**config.mk**
```make
export PLATFORM = sky130hd
export DESIGN_NAME = lru_key_value_cache_core
export DESIGN_NICKNAME = d
export VERILOG_FILES = /design/src/rtl/core/lkvc_pkg.sv /design/src/rtl/core/lkvc_store.sv /design/src/rtl/core/lru_key_value_cache_core.sv
export SDC_FILE = /design/constraint.sdc
export NUM_CORES = 1
export LEC_CHECK = 0
export BUFFER_PORTS_ARGS = -buffer_cell sky130_fd_sc_hd__buf_2
export CORE_ASPECT_RATIO = 1.1
export CORE_MARGIN = 8
export CORE_UTILIZATION = 61
export DETAILED_ROUTE_END_ITERATION = 8
export GPL_TIMING_DRIVEN = 0
export PLACE_DENSITY = 0.79
export SLEW_MARGIN = 20
export SYNTH_ARGS = -nofsm -noshare
export SYNTH_HDL_FRONTEND = slang
export SYNTH_SLANG_ARGS = --single-unit
```
**constraint.sdc**
```tcl
create_clock -name clk -period 13.55 [get_ports clk]
set_clock_uncertainty 0.2 [all_clocks]
set_input_delay 0.6775 -clock clk [delete_from_list [all_inputs] [get_ports clk]]
set_output_delay 0.6775 -clock clk [all_outputs]
set_load 0.1 [all_outputs]
```
**src/rtl/core/lkvc_pkg.sv**
```systemverilog
package lkvc_pkg;

	localparam int KEY_W        = 32;
	localparam int VALUE_W      = 32;
	localparam int CAP_W        = 4;
	localparam int DEF_ENTRIES  = 8;
	localparam int DEF_KEY_BITS = 32;

	localparam logic [CAP_W-1:0] CAP_RESET = 4'd8;

	typedef enum logic {
		MODE_GET = 1'b0,
		MODE_PUT = 1'b1
	} mode_t;

	typedef struct packed {
		mode_t                     mode;
		logic [KEY_W-1:0]          key;
		logic signed [VALUE_W-1:0] value;
	} req_t;

	typedef struct packed {
		logic                      hit;
		logic signed [VALUE_W-1:0] read_value;
		logic [KEY_W-1:0]          recent_key;
		logic                      recent_valid;
	} res_t;

endpackage

```
**src/rtl/core/lkvc_store.sv**
```systemverilog
module lkvc_store #(
	parameter int ENTRIES  = 8,
	parameter int KEY_BITS = 32
) (
	input  logic                        clk,
	input  logic                        arst_n,
	input  logic [lkvc_pkg::CAP_W-1:0]  capacity,
	input  logic                        step,
	input  lkvc_pkg::req_t              req,
	output lkvc_pkg::res_t              res
);
	import lkvc_pkg::*;

	localparam int RW = (ENTRIES > 1) ? $clog2(ENTRIES) : 1;
	localparam int OW = $clog2(ENTRIES + 1);

	logic [KEY_BITS-1:0] key_q   [ENTRIES];
	logic [VALUE_W-1:0]  value_q [ENTRIES];
	logic [RW-1:0]       rank_q  [ENTRIES];
	logic [RW-1:0]       rank_n  [ENTRIES];
	logic [ENTRIES-1:0]  valid_q;
	logic [ENTRIES-1:0]  valid_n;
	logic [OW-1:0]       occ_q;
	logic [OW-1:0]       occ_n;
	logic [KEY_BITS-1:0] recent_q;
	logic [KEY_BITS-1:0] recent_n;

	logic [KEY_BITS-1:0] key_in;
	logic                is_put;
	logic [ENTRIES-1:0]  match;
	logic                found;
	logic [VALUE_W-1:0]  rd_val;
	logic [RW-1:0]       hit_rank;
	logic [OW-1:0]       cap_eff;
	logic                full;
	logic [ENTRIES-1:0]  evict;
	logic [ENTRIES-1:0]  free;
	logic [ENTRIES-1:0]  slot_oh;
	logic [ENTRIES-1:0]  wr_key;
	logic [ENTRIES-1:0]  wr_val;

	assign key_in = KEY_BITS'(req.key);
	assign is_put = (req.mode == MODE_PUT);

	always_comb begin
		rd_val   = '0;
		hit_rank = '0;
		for (int i = 0; i < ENTRIES; i++) begin
			match[i] = valid_q[i] && (key_q[i] == key_in);
			if (match[i]) begin
				rd_val   = rd_val | value_q[i];
				hit_rank = hit_rank | rank_q[i];
			end
		end
	end

	assign found = |match;

	always_comb begin
		if (capacity == '0) begin
			cap_eff = OW'(1);
		end else if (32'(capacity) > 32'(ENTRIES)) begin
			cap_eff = OW'(ENTRIES);
		end else begin
			cap_eff = OW'(capacity);
		end
	end

	assign full = (occ_q >= cap_eff);

	always_comb begin
		logic seen;
		seen = 1'b0;
		for (int i = 0; i < ENTRIES; i++) begin
			evict[i]   = full && valid_q[i] && (OW'(rank_q[i]) >= (cap_eff - OW'(1)));
			free[i]    = !(valid_q[i] && !evict[i]);
			slot_oh[i] = free[i] && !seen;
			seen       = seen | free[i];
		end
	end

	always_comb begin
		valid_n  = valid_q;
		occ_n    = occ_q;
		recent_n = recent_q;
		wr_key   = '0;
		wr_val   = '0;
		for (int i = 0; i < ENTRIES; i++) begin
			rank_n[i] = rank_q[i];
		end
		if (found) begin
			recent_n = key_in;
			wr_val   = is_put ? match : '0;
			for (int i = 0; i < ENTRIES; i++) begin
				if (match[i]) begin
					rank_n[i] = '0;
				end else if (valid_q[i] && (rank_q[i] < hit_rank)) begin
					rank_n[i] = rank_q[i] + RW'(1);
				end
			end
		end else if (is_put) begin
			recent_n = key_in;
			wr_key   = slot_oh;
			wr_val   = slot_oh;
			occ_n    = full ? cap_eff : (occ_q + OW'(1));
			for (int i = 0; i < ENTRIES; i++) begin
				if (slot_oh[i]) begin
					valid_n[i] = 1'b1;
					rank_n[i]  = '0;
				end else if (free[i]) begin
					valid_n[i] = 1'b0;
					rank_n[i]  = '0;
				end else begin
					rank_n[i] = rank_q[i] + RW'(1);
				end
			end
		end
	end

	assign res.hit          = found;
	assign res.read_value   = (found && !is_put) ? signed'(rd_val) : '0;
	assign res.recent_key   = KEY_W'(recent_n);
	assign res.recent_valid = (occ_n != '0);

	always_ff @(posedge clk or negedge arst_n) begin
		if (!arst_n) begin
			valid_q  <= '0;
			occ_q    <= '0;
			recent_q <= '0;
			for (int i = 0; i < ENTRIES; i++) begin
				rank_q[i] <= '0;
			end
		end else if (step) begin
			valid_q  <= valid_n;
			occ_q    <= occ_n;
			recent_q <= recent_n;
			for (int i = 0; i < ENTRIES; i++) begin
				rank_q[i] <= rank_n[i];
			end
		end
	end

	always_ff @(posedge clk) begin
		for (int i = 0; i < ENTRIES; i++) begin
			if (step && wr_key[i]) begin
				key_q[i] <= key_in;
			end
			if (step && wr_val[i]) begin
				value_q[i] <= req.value;
			end
		end
	end

`ifndef SYNTHESIS
	a_single_match: assert property (@(posedge clk) disable iff (!arst_n)
		$onehot0(match))
		else $error("key present in more than one entry");

	a_occ_count: assert property (@(posedge clk) disable iff (!arst_n)
		$countones(valid_q) == int'(occ_q))
		else $error("occupancy disagrees with valid entries");

	a_put_fills: assert property (@(posedge clk) disable iff (!arst_n)
		step && is_put |=> occ_q != '0)
		else $error("cache empty after a put");

	a_get_keeps_occ: assert property (@(posedge clk) disable iff (!arst_n)
		step && !is_put |=> occ_q == $past(occ_q))
		else $error("get changed occupancy");
`endif

endmodule

```
**src/rtl/core/lru_key_value_cache_core.sv**
```systemverilog
// Channel  Handshake             Payload
// in       in_valid / in_ready   mode, lookup_key, write_value
// out      out_valid / out_ready hit, read_value, recent_key, recent_valid
// cfg      cfg_wr_en             cfg_wr_data (capacity)
//
// One item per cycle while out_ready keeps up; items are held in s1, results in res_q.
// Lookup, recency update and insert/evict are computed together in lkvc_store.
// Reset clears all entries and sets capacity to 8; no clearing pass is needed.
// A stalled output holds its item while the input stage holds the next one.
module lru_key_value_cache_core #(
	parameter int ENTRIES  = lkvc_pkg::DEF_ENTRIES,
	parameter int KEY_BITS = lkvc_pkg::DEF_KEY_BITS
) (
	input  logic                                clk,
	input  logic                                arst_n,
	input  logic                                in_valid,
	output logic                                in_ready,
	input  logic                                mode,
	input  logic [lkvc_pkg::KEY_W-1:0]          lookup_key,
	input  logic signed [lkvc_pkg::VALUE_W-1:0] write_value,
	output logic                                out_valid,
	input  logic                                out_ready,
	output logic                                hit,
	output logic signed [lkvc_pkg::VALUE_W-1:0] read_value,
	output logic [lkvc_pkg::KEY_W-1:0]          recent_key,
	output logic                                recent_valid,
	input  logic                                cfg_wr_en,
	input  logic [lkvc_pkg::CAP_W-1:0]          cfg_wr_data
);
	import lkvc_pkg::*;

	logic [CAP_W-1:0]          cap_q;
	logic                      valid_s1;
	logic                      mode_s1;
	logic [KEY_W-1:0]          key_s1;
	logic signed [VALUE_W-1:0] value_s1;
	logic                      out_valid_q;
	res_t                      res_q;

	logic                      out_free;
	logic                      go;
	req_t                      req;
	res_t                      res;

	assign out_free = !out_valid_q || out_ready;
	assign go       = valid_s1 && out_free;
	assign in_ready = !valid_s1 || out_free;

	always_ff @(posedge clk or negedge arst_n) begin
		if (!arst_n) begin
			cap_q <= CAP_RESET;
		end else if (cfg_wr_en) begin
			cap_q <= cfg_wr_data;
		end
	end

	always_ff @(posedge clk or negedge arst_n) begin
		if (!arst_n) begin
			valid_s1    <= 1'b0;
			out_valid_q <= 1'b0;
		end else begin
			if (in_valid && in_ready) begin
				valid_s1 <= 1'b1;
			end else if (go) begin
				valid_s1 <= 1'b0;
			end
			if (go) begin
				out_valid_q <= 1'b1;
			end else if (out_ready) begin
				out_valid_q <= 1'b0;
			end
		end
	end

	always_ff @(posedge clk) begin
		if (in_valid && in_ready) begin
			mode_s1  <= mode;
			key_s1   <= lookup_key;
			value_s1 <= write_value;
		end
		if (go) begin
			res_q <= res;
		end
	end

	assign req.mode  = mode_t'(mode_s1);
	assign req.key   = key_s1;
	assign req.value = value_s1;

	lkvc_store #(
		.ENTRIES  (ENTRIES),
		.KEY_BITS (KEY_BITS)
	) u_store (
		.clk      (clk),
		.arst_n   (arst_n),
		.capacity (cap_q),
		.step     (go),
		.req      (req),
		.res      (res)
	);

	assign out_valid    = out_valid_q;
	assign hit          = res_q.hit;
	assign read_value   = res_q.read_value;
	assign recent_key   = res_q.recent_key;
	assign recent_valid = res_q.recent_valid;

endmodule

```
# Yosys cells after proc, flatten, opt, wreduce, memory -nomap -nowiden
# Memory sizes are Yosys's and may differ from the RTL's.
# Cells that the tools add are included.
[totals]
ram_bits = 512
memories = 2
ff_bits = 205
out_inout_bits = 68
wordCells = 356
input_bits = 74
[op_classes]
eq_ne = 23
magnitude_cmp = 18
n_mux = 131
n_reduce_logical = 122
add_sub_neg = 10
bitwise_logic = 22
[memory_table]
columns = ["memory", "depth", "width", "rd", "rd_ports_with_merged_regs", "wr", "line", "text"]
rows = [
  ["u_store.key_q", 8, 32, 8, 0, 1, "lkvc_store.sv:17", "logic [KEY_BITS-1:0] key_q [ENTRIES];"],
  ["u_store.value_q", 8, 32, 8, 0, 8, "lkvc_store.sv:18", "logic [VALUE_W-1:0] value_q [ENTRIES];"],
]
[op_table]
columns = ["op", "count"]
rows = [
  ["$mux W32", 17],
  ["$eq A32 B32 Y1", 8],
  ["$or A32 B32 Y32", 7],
  ["$reduce_or A32 Y1", 7],
  ["$mux W3", 46],
  ["$logic_and A1 B1 Y1", 66],
  ["$mux W1", 57],
  ["$mux W24", 2],
  ["$ge A3 B4 Y1", 8],
  ["$mux W8", 4],
  ["$reduce_and A4 Y1", 8],
  ["$logic_not A1 Y1", 25],
  ["$add A3 B1 Y3 const B", 8],
  ["$lt A3 B3 Y1", 8],
  ["$ne A3 B2 Y1 const B", 8],
  ["$reduce_and A3 Y1", 8],
  ["$or A3 B3 Y3", 7],
  ["$mux W4", 5],
  ["$ne A2 B1 Y1 const B", 7],
  ["$reduce_or A8 Y1", 1],
  ["$or A1 B1 Y1", 6],
  ["$reduce_bool A2 Y1", 3],
  ["$add A4 B1 Y4 const B", 1],
  ["$ge A4 B4 Y1", 1],
  ["6 further kinds", 8],
]

# Depth between registers and ports, before layout
[logic_depth]
word_depth = 30
mapped_depth = 16
depth_no_buf = 13

# By module
# From an unflattened synthesis, not the netlist that was laid out.
[hier_totals]
hier_cells = 1840
area_unflattened_um2 = 29150.5
[by_module_without_submodules]
columns = ["mod", "area_each_um2", "instances", "cells_each", "seq_area_each_um2"]
rows = [
  ["lkvc_store", 24968.9, 1, 1693, 17076.4],
  ["lru_key_value_cache_core", 4181.5, 1, 147, 4085.2],
]

# Worst setup path after synthesis
# Ideal clock, no wire load.
[synth_timing]
path_kind = "register -> register"
start = "reg out_valid_q, in the netlist out_valid"
end = "mem u_store.value_q[2][0], in the netlist u_store.value_q[0][64] (enable)"
required_time_ps = 12962
arrival_time_ps = 7119
path_stages_with_launch = 8
path_buffers = 0
period_less_slack_ps = 7707
setup_slack_ps = 5843
setup_time_ps = 388
path_cell_list = "dfrtp_1 nand2b_1 and2_0 nand2_1 nor3_2 nand2_1 nor3_1 a21o_1"
[synth_rtl]
columns = ["element", "line", "text"]
rows = [
  ["start: declaration", "lru_key_value_cache_core.sv:37", "logic out_valid_q;"],
  ["start signal: assignment", "lru_key_value_cache_core.sv:60", "out_valid_q <= 1'b0;"],
  ["start signal: assignment", "lru_key_value_cache_core.sv:68", "out_valid_q <= 1'b1;"],
  ["start signal: assignment", "lru_key_value_cache_core.sv:70", "out_valid_q <= 1'b0;"],
  ["end: declaration", "lkvc_store.sv:18", ""],
]

# Worst setup path after layout
[layout_timing]
start = "reg key_s1[9]"
end = "reg u_store.rank_q[15] (netlist bit)"
[layout_between]
elab_chain_cells = 21
word_cells_on_any_way = 39
classes_between = "order compare: 1; eq/ne: 9; mux: 10; bitwise: 7; reduce/logical: 12"
[layout_lines]
columns = ["element", "line", "text"]
rows = [
  ["start: declaration", "lru_key_value_cache_core.sv:35", "logic [KEY_W-1:0] key_s1;"],
  ["start signal: assignment", "lru_key_value_cache_core.sv:78", "key_s1 <= lookup_key;"],
  ["$eq A32 B32 Y1", "lkvc_store.sv:49", "match[i] = valid_q[i] && (key_q[i] == key_in);"],
  ["$logic_and A1 B1 Y1", "lkvc_store.sv:49", ""],
  ["$mux W3", "lkvc_store.sv:50", "if (match[i]) begin"],
  ["$or A3 B3 Y3", "lkvc_store.sv:52", "hit_rank = hit_rank | rank_q[i];"],
  ["$mux W3", "lkvc_store.sv:50", ""],
  ["$or A3 B3 Y3", "lkvc_store.sv:52", ""],
  ["$mux W3", "lkvc_store.sv:50", ""],
  ["$or A3 B3 Y3", "lkvc_store.sv:52", ""],
  ["[... 5 more ...]", "n/a", ""],
  ["$or A3 B3 Y3", "lkvc_store.sv:52", ""],
  ["$mux W3", "lkvc_store.sv:50", ""],
  ["$or A3 B3 Y3", "lkvc_store.sv:52", ""],
  ["$mux W3", "lkvc_store.sv:50", ""],
  ["$lt A3 B3 Y1", "lkvc_store.sv:97", "end else if (valid_q[i] && (rank_q[i] < hit_rank)) begin"],
  ["$logic_and A1 B1 Y1", "lkvc_store.sv:97", ""],
  ["$ne A3 B2 Y1 (no line)", "n/a", ""],
  ["$reduce_and A3 Y1 (no line)", "n/a", ""],
  ["end signal: indexed assignment", "lkvc_store.sv:138", "rank_q[i] <= rank_n[i];"],
  ["end: declaration", "lkvc_store.sv:19", "logic [RW-1:0] rank_q [ENTRIES];"],
]
# Parallel ways exist; a longest one is shown, timed or not.
# A chain may end at the register's enable or synchronous reset.

==> run metrics <==
run status completed; internal reg-to-reg setup slack ~7500 ps; distinct cell type count after synthesis 60; largest net degree at the start of global routing 53; cell area power density around 160 nW/µm²; worst-path cell with the longest stage delay edfxtp_1; number of instances in the synthesized netlist around 1800; worst hold path type in -> reg; TritonRoute pass-1 iters 6; delay of the slowest critical-path stage approximately 720 ps; PortBufs 141; Hold Path End value_s1[0]; wirelength, routed between 70 and 80 mm; maximum ir drop on the vdd rail 134 µV; cell leakage power approximately 0.012 µW; final slew viol count 0; CTS Root Cell clkbuf_16; total number of placement rows 84; global-route wire length before repair approximately 110 mm; Post-Layout Cell Count between 2000 and 3000; number of primary I/O pins about 140; Yosys warning count 0; Tot GR Track Use about 27%; Die ar. between 50000 and 60000 µm²; residual antenna-violating net count after detailed routing 0; clock tree from TritonCTS yes; die width approximately 220 µm; signal arrival time at the worst endpoint about 6300 ps; Fillers between 3000 and 4000; cell taking the most area after synthesis edfxtp_1; CTS H-Tree Depth 3; end-of-flow core utilization 70.1%; # resized after CTS 0; startpoint class of the critical path register; normalized max-slew margin approximately 18%; vias after detailed routing between 15000 and 20000; origin of the critical flop-to-flop path key_s1[9]; number of nets at the end of the flow ~2200; First DRT Iteration DRCs about 1700; post-synth design cell area ~29000 µm²; most frequently used flop master after synthesis edfxtp_1; Remaining Overflow, GRT 0; wire length per cell around 28 µm; max-cap violation count 0; Clock Path Buffers 3; endpoint class of the critical path register; hold path startpoint write_value[0]; Starting Density between 60% and 70%; most frequent CP cell and3_1; total number of clock tree sinks approximately 720; detailed placer's ending HPWL 48.5 mm; final hold violation count 0; Avg Cell Area, Syn 16.0 µm²; share of async-settable or async-resettable flops after synthesis approximately a tenth; flip-flop and latch count after synthesis around 720; dpl cells 2623; number of cells on the worst reg-to-reg path 15; Post-synth EDFFs 643; number of inserted diodes 0; post-synthesis sequential area ratio approximately 73%; unrepaired setup endpoints after global routing false; Net Count, Synth ~1900; Clk Latency, worst-skew pair 610 ps; Power Total between 5000 and 6000 µW; via count of the first global-routing pass between 15000 and 20000; cell-by-cell listing of the critical path buf_4, xnor2_1, nand3_1, nor3_1, and3_1, clkbuf_1, clkbuf_1, a221oi_1, and3_1, ha_1, o21ai_0, a31oi_1, o211ai_1, and3_1, o22a_1; main area contributors after synthesis edfxtp_1 (67%), dfrtp_1 (6.3%), xor2_1 (4.2%), xnor2_1 (3.5%), ha_1 (2.3%); height of the chip roughly 240 µm; sum of negative setup slack 0 ps; post-layout min period between 6000 and 7000 ps; Max Freq approximately 0.17 GHz; DRC violations left 0; via density per instance between 6 and 7; final-report setup violation count 0; RePlAce Congestion ~0.9; core outline area 47400 µm²; Syn-to-layout area delta 14.6%; share of final-layout standard cells stronger than drive strength 1 a little under a fifth; TritonCTS buffer count 70; slew at the pin closest to its max-slew limit ~1200 ps; clock-pin slew reported for the worst setup and hold paths after clock tree synthesis 60 ps; Final period util approximately 44%; cell depth of the worst hold path 1; area share of the largest cell type after synthesis roughly 67%; required time of the critical path about 14000 ps; number of antenna violations at the first check in global routing 1; Crit Path Category reg -> reg; capturing point of the worst reg2reg path u_store.rank_q[15]; crit-path max FO 10
layer usage:
layer	wire, µm	global-route usage (%)	part of all wire (%)
met4	3040	12.2	4.0
met1	28500	34.3	38
met3	6740	5.32	8.9
met5	8	0	0.011
met2	37600	46.4	50
area by class of cell:
cell class / instances / area (µm²) / share of cell area [%]
sequential: 717 / 21200 / 63.6
multi-input combinational: 975 / 7280 / 21.9
clock buffer: 90 / 1930 / 5.81
timing repair buffer: 160 / 1080 / 3.25
tap: 645 / 807 / 2.43
buffer: 92 / 507 / 1.52
clock inverter: 37 / 354 / 1.06
inverter: 35 / 131 / 0.395
synth_stat cells, types with 14 or more instances:
| master | instances |
|---|---|
| a22o_1 | 37 |
| nand2b_1 | 17 |
| mux2_2 | 35 |
| buf_2 | 27 |
| inv_1 | 35 |
| nand2_1 | 125 |
| nand3_1 | 27 |
| xnor2_1 | 117 |
| nor4_1 | 38 |
| buf_4 | 32 |
| a311oi_1 | 32 |
| xor2_1 | 140 |
| and3_1 | 16 |
| a22oi_1 | 68 |
| edfxtp_1 | 643 |
| nand4_1 | 42 |
| nor2_1 | 29 |
| nor3_1 | 14 |
| dfrtp_1 | 73 |
| o21ai_0 | 31 |
| a221oi_1 | 34 |
| a21oi_1 | 27 |
| ha_1 | 54 |
| clkbuf_1 | 29 |
how the worst max path moves through the flow:
stage                             end  slack (ps)       start  cells after the start
2_1_floorplan  u_store.value_q[0][64]        5840   out_valid                      7
3_3_place_gp   u_store.value_q[0][85]        1650   out_ready                      8
3_5_place_dp       u_store.rank_q[15]        7760   key_s1[9]                     15
4_1_cts            u_store.rank_q[15]        7710   key_s1[9]                     15
5_1_grt             u_store.rank_q[2]        7420  key_s1[26]                     15
6_report           u_store.rank_q[15]        7530   key_s1[9]                     15
worst max-delay path, delay by kind of cell, from the launching register on:
| family | cells | cell delay [ps] |
|---|---|---|
| AOI/OAI and AO/OA | 5 | 850 |
| adders and majority gates | 1 | 350 |
| and+or+nand+nor | 5 | 1820 |
| buffers and inverters | 3 | 1780 |
| DFF | 1 | 720 |
| xor gates and xnor gates | 1 | 150 |
cell usage in the layout (no fill, tap or decap), drive strengths merged, types with 3 or more instances in the layout:
master / instances
a22o: 37
o21bai: 4
and2: 5
and3: 16
a21oi: 27
a41o: 3
dfrtp: 73
xor2: 140
nor3: 17
clkinv: 24
a31o: 3
o211ai: 7
mux2: 35
nand3: 27
o31ai: 5
clkinvlp: 4
bufinv: 6
a221oi: 34
inv: 38
nand2b: 17
nor4: 38
nor2: 30
a21o: 12
xnor2: 117
o22a: 3
o211a: 3
o21ai: 36
nand3b: 4
a22oi: 68
nand2: 125
clkbuf: 119
ha: 54
edfxtp: 643
nand4: 42
buf: 222
a311oi: 32
a21boi: 3
a31oi: 10
through the flow:
stage | setup WS (ps) | area (µm²) | hold slack (ps)
floorplan | 5840 | 29000 | 182
global placement | 1650 | 30500 | 253
detailed placement | 7760 | 31000 | 263
CTS | 7710 | 33300 | 29.1
global route | 7420 | 33300 | 30.7
finish | 7530 | 33300 | 46.0
power by group:
group / internal [µW] / leakage (µW) / switching, µW
sequential: 2620 / 0.00683 / 127
combinational: 221 / 0.00376 / 479
clock: 1130 / 0.00111 / 821
cell families (layout without fill, tap and decap cells):
logic type | after synthesis | after routing | share of synthesized area (%)
flip-flops | 717 | 717 | 72.9
AND/OR/NAND/NOR | 328 | 328 | 5.67
AO/OA/AOI/OAI | 299 | 299 | 7.70
XOR/XNOR | 257 | 257 | 7.76
buffers and inverters | 127 | 414 | 2.20
adder cells (fa/ha/maj) | 54 | 54 | 2.33
multiplexers | 37 | 37 | 1.43
registers in the layout, summed over array words and instances, names as in the netlist, 8 cells and up:
signal / flops
u_store.recent_q: 32
key_s1: 32
u_store.rank_q: 24
read_value: 32
value_s1: 32
recent_key: 32
u_store.value_q: 256
u_store.key_q: 256
u_store.valid_q: 8
timing repair:
item                                   CTS  global route
hold buffers                             1             0
setup endpoints to repair                0             0
buffers inserted                         0             0
endpoints found under the hold margin   22             0
Note: power is estimated with default switching activity, not from simulation.
